$ cat src/aoafd_pkg.sv
// aoafd_pkg: shared types and constants of the header/length/xor deframer
// no dependencies; used by aoafd_parse, aoafd_out_reg, the top level and the bench

`default_nettype none

package aoafd_pkg;

    // frame geometry
    localparam int FRAME_BYTES = 37;
    localparam int IDX_W       = 6;

    localparam logic [15:0]      FRAME_LEN16    = 16'(FRAME_BYTES);
    localparam logic [IDX_W-1:0] LAST_IDX       = IDX_W'(FRAME_BYTES - 1);
    localparam logic [IDX_W-1:0] LEN_HI_IDX     = IDX_W'(4);
    localparam logic [IDX_W-1:0] LEN_LO_IDX     = IDX_W'(5);
    localparam logic [IDX_W-1:0] BODY_FIRST_IDX = IDX_W'(6);
    localparam logic [IDX_W-1:0] DIST_FIRST     = IDX_W'(20);
    localparam logic [IDX_W-1:0] DIST_LAST      = IDX_W'(23);
    localparam logic [IDX_W-1:0] AZ_FIRST       = IDX_W'(24);
    localparam logic [IDX_W-1:0] AZ_LAST        = IDX_W'(25);
    localparam logic [IDX_W-1:0] EL_FIRST       = IDX_W'(26);
    localparam logic [IDX_W-1:0] EL_LAST        = IDX_W'(27);

    localparam logic [7:0] HDR_BYTE    = 8'hFF;
    localparam logic [1:0] HDR_RUN_END = 2'd3;

    // parser phase, one-hot
    typedef enum logic [2:0] {
        PH_HUNT = 3'b001,
        PH_LEN  = 3'b010,
        PH_BODY = 3'b100
    } t_phase;

    // result status codes
    typedef enum logic [1:0] {
        ST_OK      = 2'd0,
        ST_BAD_LEN = 2'd1,
        ST_BAD_SUM = 2'd2
    } t_status;

    // one result item
    typedef struct packed {
        t_status             status;
        logic [15:0]         length_field;
        logic [31:0]         distance_cm;
        logic signed [15:0]  azimuth_deg;
        logic signed [15:0]  elevation_deg;
    } t_result;

endpackage

`default_nettype wire

$ cat src/aoafd_in_reg.sv
// aoafd_in_reg: input byte register with valid/stall handshake
// depends on nothing beyond the port list

`default_nettype none

module aoafd_in_reg (
    input  wire logic       i_clk,
    input  wire logic       i_rst_n,
    input  wire logic       i_in_valid,
    input  wire logic [7:0] i_rx_byte,
    output logic            o_in_stall,
    input  wire logic       i_out_free,
    output logic            o_proc,
    output logic [7:0]      o_byte
);

    logic       r_valid;
    logic       n_valid;
    logic [7:0] r_byte;
    logic       accept;

    // held byte waits only while the result side is full and stalled
    assign o_in_stall = r_valid && !i_out_free;
    assign accept     = i_in_valid && !o_in_stall;
    assign o_proc     = r_valid && i_out_free;
    assign o_byte     = r_byte;

    // valid next state
    always_comb begin
        n_valid = r_valid;
        if (accept) begin
            n_valid = 1'b1;
        end else if (o_proc) begin
            n_valid = 1'b0;
        end
    end

    always_ff @(posedge i_clk) begin
        if (!i_rst_n) begin
            r_valid <= 1'b0;
        end else begin
            r_valid <= n_valid;
        end
    end

    // payload capture on transfer
    always_ff @(posedge i_clk) begin
        if (accept) begin
            r_byte <= i_rx_byte;
        end
    end

endmodule

`default_nettype wire

$ cat src/aoafd_parse.sv
// aoafd_parse: header hunt, length check, body collection and checksum
// depends on aoafd_pkg

`default_nettype none

module aoafd_parse (
    input  wire logic               i_clk,
    input  wire logic               i_rst_n,
    input  wire logic               i_proc,
    input  wire logic [7:0]         i_byte,
    output logic                    o_res_valid,
    output aoafd_pkg::t_result      o_res
);

    aoafd_pkg::t_phase                r_phase, n_phase;
    logic [1:0]                       r_run, n_run;
    logic [aoafd_pkg::IDX_W-1:0]      r_idx, n_idx;
    logic [7:0]                       r_xor, n_xor;
    logic [7:0]                       r_lenhi, n_lenhi;
    logic [31:0]                      r_dist, n_dist;
    logic [15:0]                      r_az, n_az;
    logic [15:0]                      r_el, n_el;
    logic                             restart;
    logic [15:0]                      len_rx;

    assign len_rx = {r_lenhi, i_byte};

    // per-byte state update and result build
    always_comb begin
        n_phase     = r_phase;
        n_run       = r_run;
        n_idx       = r_idx;
        n_xor       = r_xor;
        n_lenhi     = r_lenhi;
        n_dist      = r_dist;
        n_az        = r_az;
        n_el        = r_el;
        restart     = 1'b0;
        o_res_valid = 1'b0;
        o_res       = '0;
        if (i_proc) begin
            case (r_phase)
                aoafd_pkg::PH_LEN: begin
                    n_xor = r_xor ^ i_byte;
                    if (r_idx == aoafd_pkg::LEN_HI_IDX) begin
                        n_lenhi = i_byte;
                        n_idx   = aoafd_pkg::LEN_LO_IDX;
                    end else if (len_rx != aoafd_pkg::FRAME_LEN16) begin
                        o_res_valid        = 1'b1;
                        o_res.status       = aoafd_pkg::ST_BAD_LEN;
                        o_res.length_field = len_rx;
                        restart            = 1'b1;
                    end else begin
                        n_idx   = aoafd_pkg::BODY_FIRST_IDX;
                        n_phase = aoafd_pkg::PH_BODY;
                    end
                end
                aoafd_pkg::PH_BODY: begin
                    if (r_idx >= aoafd_pkg::LAST_IDX) begin
                        o_res_valid        = 1'b1;
                        o_res.length_field = aoafd_pkg::FRAME_LEN16;
                        if (r_xor == i_byte) begin
                            o_res.status        = aoafd_pkg::ST_OK;
                            o_res.distance_cm   = r_dist;
                            o_res.azimuth_deg   = $signed(r_az);
                            o_res.elevation_deg = $signed(r_el);
                        end else begin
                            o_res.status = aoafd_pkg::ST_BAD_SUM;
                        end
                        restart = 1'b1;
                    end else begin
                        n_xor = r_xor ^ i_byte;
                        if (r_idx inside {[aoafd_pkg::DIST_FIRST:aoafd_pkg::DIST_LAST]}) begin
                            n_dist = {r_dist[23:0], i_byte};
                        end else if (r_idx inside {[aoafd_pkg::AZ_FIRST:aoafd_pkg::AZ_LAST]}) begin
                            n_az = {r_az[7:0], i_byte};
                        end else if (r_idx inside {[aoafd_pkg::EL_FIRST:aoafd_pkg::EL_LAST]}) begin
                            n_el = {r_el[7:0], i_byte};
                        end
                        n_idx = r_idx + 1'b1;
                    end
                end
                default: begin
                    // hunting, also any stray phase code
                    n_phase = aoafd_pkg::PH_HUNT;
                    if (i_byte == aoafd_pkg::HDR_BYTE) begin
                        if (r_run == aoafd_pkg::HDR_RUN_END) begin
                            n_run   = '0;
                            n_xor   = '0;
                            n_idx   = aoafd_pkg::LEN_HI_IDX;
                            n_dist  = '0;
                            n_az    = '0;
                            n_el    = '0;
                            n_phase = aoafd_pkg::PH_LEN;
                        end else begin
                            n_run = r_run + 1'b1;
                        end
                    end else begin
                        n_run = '0;
                    end
                end
            endcase
            // back to hunting after any result
            if (restart) begin
                n_phase = aoafd_pkg::PH_HUNT;
                n_run   = '0;
                n_idx   = '0;
                n_xor   = '0;
                n_lenhi = '0;
                n_dist  = '0;
                n_az    = '0;
                n_el    = '0;
            end
        end
    end

    // parser state registers
    always_ff @(posedge i_clk) begin
        if (!i_rst_n) begin
            r_phase <= aoafd_pkg::PH_HUNT;
            r_run   <= '0;
            r_idx   <= '0;
            r_xor   <= '0;
            r_lenhi <= '0;
            r_dist  <= '0;
            r_az    <= '0;
            r_el    <= '0;
        end else begin
            r_phase <= n_phase;
            r_run   <= n_run;
            r_idx   <= n_idx;
            r_xor   <= n_xor;
            r_lenhi <= n_lenhi;
            r_dist  <= n_dist;
            r_az    <= n_az;
            r_el    <= n_el;
        end
    end

    // any result sends the parser back to hunting
    a_restart_after_result: assert property (@(posedge i_clk) disable iff (!i_rst_n)
        o_res_valid |=> (r_phase == aoafd_pkg::PH_HUNT && r_run == 2'd0))
        else $error("parser not hunting after a result");

    // length phase only ever sits on the two length bytes
    a_len_index: assert property (@(posedge i_clk) disable iff (!i_rst_n)
        (r_phase == aoafd_pkg::PH_LEN) |->
        (r_idx == aoafd_pkg::LEN_HI_IDX || r_idx == aoafd_pkg::LEN_LO_IDX))
        else $error("length phase at a bad byte index");

    // body index stays between the first body byte and the checksum byte
    a_body_index: assert property (@(posedge i_clk) disable iff (!i_rst_n)
        (r_phase == aoafd_pkg::PH_BODY) |->
        (r_idx >= aoafd_pkg::BODY_FIRST_IDX && r_idx <= aoafd_pkg::LAST_IDX))
        else $error("body byte index out of frame");

    // a good frame always reports the fixed length
    a_ok_length: assert property (@(posedge i_clk) disable iff (!i_rst_n)
        (o_res_valid && o_res.status == aoafd_pkg::ST_OK) |->
        (o_res.length_field == aoafd_pkg::FRAME_LEN16 && r_phase == aoafd_pkg::PH_BODY))
        else $error("good frame result with wrong length or phase");

endmodule

`default_nettype wire

$ cat src/aoafd_out_reg.sv
// aoafd_out_reg: result register driving the output ports
// depends on aoafd_pkg

`default_nettype none

module aoafd_out_reg (
    input  wire logic                 i_clk,
    input  wire logic                 i_rst_n,
    input  wire logic                 i_load,
    input  wire aoafd_pkg::t_result   i_res,
    input  wire logic                 i_out_stall,
    output logic                      o_out_valid,
    output logic                      o_free,
    output aoafd_pkg::t_result        o_res
);

    logic               r_valid;
    logic               n_valid;
    aoafd_pkg::t_result r_res;

    // free when empty or being drained this cycle
    assign o_free      = !r_valid || !i_out_stall;
    assign o_out_valid = r_valid;
    assign o_res       = r_res;

    // valid next state
    always_comb begin
        n_valid = r_valid;
        if (i_load) begin
            n_valid = 1'b1;
        end else if (!i_out_stall) begin
            n_valid = 1'b0;
        end
    end

    always_ff @(posedge i_clk) begin
        if (!i_rst_n) begin
            r_valid <= 1'b0;
        end else begin
            r_valid <= n_valid;
        end
    end

    // result payload
    always_ff @(posedge i_clk) begin
        if (i_load) begin
            r_res <= i_res;
        end
    end

endmodule

`default_nettype wire

$ cat src/aoa_frame_deframer.sv
// aoa_frame_deframer: top level of the header/length/xor-checksum deframer
// depends on aoafd_pkg, aoafd_in_reg, aoafd_parse, aoafd_out_reg

// Takes one byte per cycle, every cycle, for as long as the result side keeps up.
// A byte passes an input register, then the parser logic between the registers, which
// loads the result register when the byte is the one that ends its frame (the checksum
// byte, or the second length byte on a bad length).
// Throughput is one byte per cycle while the result side keeps up, set by the single
// pass through the parser between the two registers. While the result register is
// full and stalled, the input register holds its byte and o_in_stall rises
// combinationally from i_out_stall. Statuses: frame ok, bad length field, checksum
// mismatch; on an error the data fields read zero. No clearing pass after reset.

`default_nettype none

module aoa_frame_deframer (
    input  wire logic          i_clk,
    input  wire logic          i_rst_n,
    input  wire logic          i_in_valid,
    output logic               o_in_stall,
    input  wire logic [7:0]    i_rx_byte,
    output logic               o_out_valid,
    input  wire logic          i_out_stall,
    output logic [1:0]         o_status,
    output logic [15:0]        o_length_field,
    output logic [31:0]        o_distance_cm,
    output logic signed [15:0] o_azimuth_deg,
    output logic signed [15:0] o_elevation_deg
);

    logic               out_free;
    logic               proc;
    logic [7:0]         byte_q;
    logic               res_valid;
    aoafd_pkg::t_result res;
    aoafd_pkg::t_result res_q;

    // input byte register
    aoafd_in_reg u_in_reg (
        .i_clk      (i_clk),
        .i_rst_n    (i_rst_n),
        .i_in_valid (i_in_valid),
        .i_rx_byte  (i_rx_byte),
        .o_in_stall (o_in_stall),
        .i_out_free (out_free),
        .o_proc     (proc),
        .o_byte     (byte_q)
    );

    // frame parser
    aoafd_parse u_parse (
        .i_clk       (i_clk),
        .i_rst_n     (i_rst_n),
        .i_proc      (proc),
        .i_byte      (byte_q),
        .o_res_valid (res_valid),
        .o_res       (res)
    );

    // result register
    aoafd_out_reg u_out_reg (
        .i_clk       (i_clk),
        .i_rst_n     (i_rst_n),
        .i_load      (res_valid),
        .i_res       (res),
        .i_out_stall (i_out_stall),
        .o_out_valid (o_out_valid),
        .o_free      (out_free),
        .o_res       (res_q)
    );

    // unpack result fields
    assign o_status        = res_q.status;
    assign o_length_field  = res_q.length_field;
    assign o_distance_cm   = res_q.distance_cm;
    assign o_azimuth_deg   = res_q.azimuth_deg;
    assign o_elevation_deg = res_q.elevation_deg;

endmodule

`default_nettype wire

$ cat config.mk
export PLATFORM = sky130hd
export DESIGN_NAME = aoa_frame_deframer
export DESIGN_NICKNAME = d
export VERILOG_FILES = /design/src/aoafd_pkg.sv /design/src/aoafd_in_reg.sv /design/src/aoafd_parse.sv /design/src/aoafd_out_reg.sv /design/src/aoa_frame_deframer.sv
export SDC_FILE = /design/constraint.sdc
export NUM_CORES = 1
export LEC_CHECK = 0
export BUFFER_PORTS_ARGS = -buffer_cell sky130_fd_sc_hd__buf_2
export CAP_MARGIN = 20
export CORE_MARGIN = 2
export CORE_UTILIZATION = 45
export DETAILED_ROUTE_END_ITERATION = 6
export PLACE_DENSITY = 0.74
export RECOVER_POWER = 100
export SLEW_MARGIN = 10
export SYNTH_ARGS = -nofsm -noshare
export SYNTH_HDL_FRONTEND = slang
export SYNTH_SLANG_ARGS = --single-unit
$ cat constraint.sdc
create_clock -name i_clk -period 4.5 [get_ports i_clk]
set_input_delay 0.45 -clock i_clk [delete_from_list [all_inputs] [get_ports i_clk]]
set_output_delay 0.45 -clock i_clk [all_outputs]
set_load 0.02 [all_outputs]
==> impl_metrics.yaml <==
final_layout:
  nNetsFinal: 677
  antenna_cells: 0
  drive_gt1_share_pct: 8.457
  syn_to_final_growth_pct: 13.40
clock_tree:
  cts_max_level: 4
  tritoncts: "yes"
  numCtsBuffers: 17
  ctsResizeCount: 0
  clock-sinks: 183
  cts_root_buffer: "clkbuf_16"
  clk_latency_ns: 0.43
  clock_path_buffers: 2
  ctsHoldBuffers: 0
  clk_pin_slew_ns: 0.07
  post_cts_buffers: 0
grt:
  grt_pass1_wl_mm: 26.21
  met3_usage_pct: 4.844
  met1_usage_pct: 24.63
  gr-usage-met2_pct: 30.09
  grt_antenna_before_repair: 0
  busiest_layer: "met2"
  grt_max_degree: 64
  grt-ovfl-total: 0
  grt_util_all_layers_pct: 19.09
  grt_pass1_vias: 4872
die:
  row_count: 46
  ios: 96
  initial_core_util_pct: 46.15
  die-width_um: 131.9
  dieArea_sq_um: 17390
  chipHeight_um: 131.9
  core_area_sq_um: 15940
drt:
  first_iter_violations: 377
  first_pass_iters: 5
  antenna_left: 0
  wl_mm: 16.15
  routedWlPerCell_um: 18.14
  viasPerCell: 5.512
  dr_total_vias: 4906
  drcViolationCount: 0
logic_synthesis:
  synth_seq_cells: 183
  synth-edff-count: 90
  synthArstFlopShare_pct: 0
  yosysSeqAreaShare_pct: 62.03
  syn_area_per_cell_sq_um: 12.71
  synth_area_leaders: "edfxtp_1, dfxtp_1, a22o_1"
  synth_cells: 579
  yosysTopAreaCellShare_pct: 36.73
  yosysUniqueCellTypes: 68
  ys_warn_count: 0
  syn_nets: 595
  synth_top_area_cell: "edfxtp_1"
  synthFlopType: "dfxtp_1"
  syn_area_sq_um: 7358
sta:
  period_share_pct: 77.66
  skew_ns: 0.008394
  rsz0062_at_grt: "false"
  setup_viol: 0
  setup_tns_ns: 0
  maxSlewViolCount: 9
  worst_pin_slew_ns: 2.183
  hold_violations: 0
  holdWs_ns: 0.1994
  relSlewSlack_pct: -49.30
  min_period_ns: 3.495
  max_freq_ghz: 0.2862
critical_path:
  arrival_ns: 3.83
  start_kind: "register"
  required_ns: 4.84
  cp_max_fo: 9
  critPathKind: "register to register"
  endpoint_kind: "register"
place:
  io_buffers: 95
  dp_hpwl_mm: 11.03
  globalplace.congestion: 0.8650
status:
  status: "complete, but fails checks"
  violations: "max-capacitance violations, max-slew violations"
hold_path:
  hp-class: "input pin to register"
job:
  drv_cap: 1
power_and_ir_drop:
  worst_ir_drop_vdd_mv: 0.2858
  p_leak_uw: 0.002644
  p_per_area_nw_per_um2: 399.1
-- cells in the mapped netlist (4+ instances only) --
cell type	instances
o22ai_1	8
inv_1	23
o211ai_1	11
nand4_1	7
nand3_1	12
and2_1	74
buf_2	14
dfxtp_1	93
buf_6	7
a22o_1	61
xnor2_1	9
clkbuf_1	8
buf_4	8
o21a_1	4
edfxtp_1	90
nand2_1	24
a21oi_1	15
nor3_1	6
nor2_1	22
nor2b_1	4
mux2i_1	4
a41oi_1	9
ha_1	4
-- routing by layer --
metal | wire, um | share of wire [%]
met3 | 795 | 4.9
met2 | 7557 | 47
met4 | 586 | 3.6
met1 | 7209 | 45
met5 | 0 | 0
-- layout by cell type (no fill, tap or decap), types with 4 or more instances in the layout --
| cell type | count |
|---|---|
| xnor2_1 | 9 |
| o21ai_0 | 5 |
| nand4_1 | 8 |
| edfxtp_1 | 90 |
| ha_1 | 4 |
| mux2i_1 | 4 |
| buf_4 | 4 |
| clkinvlp_4 | 4 |
| nor2b_1 | 4 |
| inv_1 | 23 |
| a41oi_1 | 9 |
| dfxtp_1 | 93 |
| clkbuf_1 | 90 |
| and2_0 | 42 |
| a21oi_1 | 16 |
| nand3_1 | 12 |
| nand2_1 | 25 |
| and2_1 | 32 |
| o21a_1 | 4 |
| o22ai_1 | 8 |
| buf_2 | 6 |
| nor2_1 | 22 |
| a22o_1 | 61 |
| nor3_1 | 7 |
| clkbuf_16 | 17 |
| o211ai_1 | 11 |
-- power breakdown --
part	leakage [uW]	internal (uW)	switching, uW
clock	0.000286	896	621
combinational	0.000966	17.1	36.3
sequential	0.00139	1740	20.2
total	0.00264	2650	678
-- state kept, by name, indices dropped and copies added, names as in the netlist --
signal	cells
u_parse.r_xor	8
u_parse.r_idx	6
u_parse.r_run	2
u_in_reg.r_valid	1
u_parse.r_el	16
u_parse.r_phase	3
u_parse.r_dist	32
u_parse.r_az	16
u_parse.r_lenhi	8
u_in_reg.o_byte	8
u_out_reg.o_res	82
u_out_reg.o_out_valid	1
-- through the flow --
step / total power, uW / setup WS (ns) / cell area, sq um / cells / util, %
floorplan: 1838 / 0.3400 / 7358 / 579 / -
global placement: 1851 / 1.414 / 7919 / 857 / 49.67
detailed placement: 1852 / 1.196 / 7919 / 857 / 49.67
CTS: 3364 / 1.184 / 8532 / 889 / 53.52
global route: 3445 / 0.7229 / 8344 / 890 / 52.34
finish: 3330 / 1.005 / 8344 / 890 / 52.34
-- cell families (layout without fill, tap and decap cells) --
group,Yosys count,count (layout),share of synthesized area [%]
compound gates,140,140,16.60
xor+xnor,9,9,1.071
fa+ha+maj,4,4,0.6802
buf+inv,62,157,4.557
flops,183,183,62.03
mux,4,4,0.5441
simple gates,177,177,14.52
-- critical path, stage by stage (launching register included) --
cell,delay (ns)
edfxtp_1,0.60
nand3_1,0.15
or4_1,0.49
a2111oi_0,1.70
o211ai_1,0.22
a21oi_1,0.24
-- area by class of cell --
cell class | count | area [sq um]
Fill cell | 1395 | 7599
Timing Repair Buffer | 101 | 434.2
Sequential cell | 183 | 4564
Clock inverter | 13 | 170.2
Clock buffer | 19 | 442.9
Inverter | 24 | 92.59
Tap cell | 216 | 270.3
Multi-Input combinational cell | 334 | 2370
-- path summary, 6_finish.rpt --
path	startpoint	to	slack [ns]	cells past startpoint
min reg2reg	u_parse.r_dist[27]$_SDFFE_PN0P_	u_parse.r_dist[27]$_SDFFE_PN0P_	0.47	1
max reg2reg	u_in_reg.o_byte[5]$_DFFE_PP_	u_parse.r_lenhi[2]$_SDFFE_PN0P_	1.01	5
max	u_in_reg.o_byte[5]$_DFFE_PP_	u_parse.r_lenhi[2]$_SDFFE_PN0P_	1.01	5
min	i_rx_byte[1]	u_in_reg.o_byte[1]$_DFFE_PP_	0.20	1
Note: power is estimated with default switching activity, not from simulation.
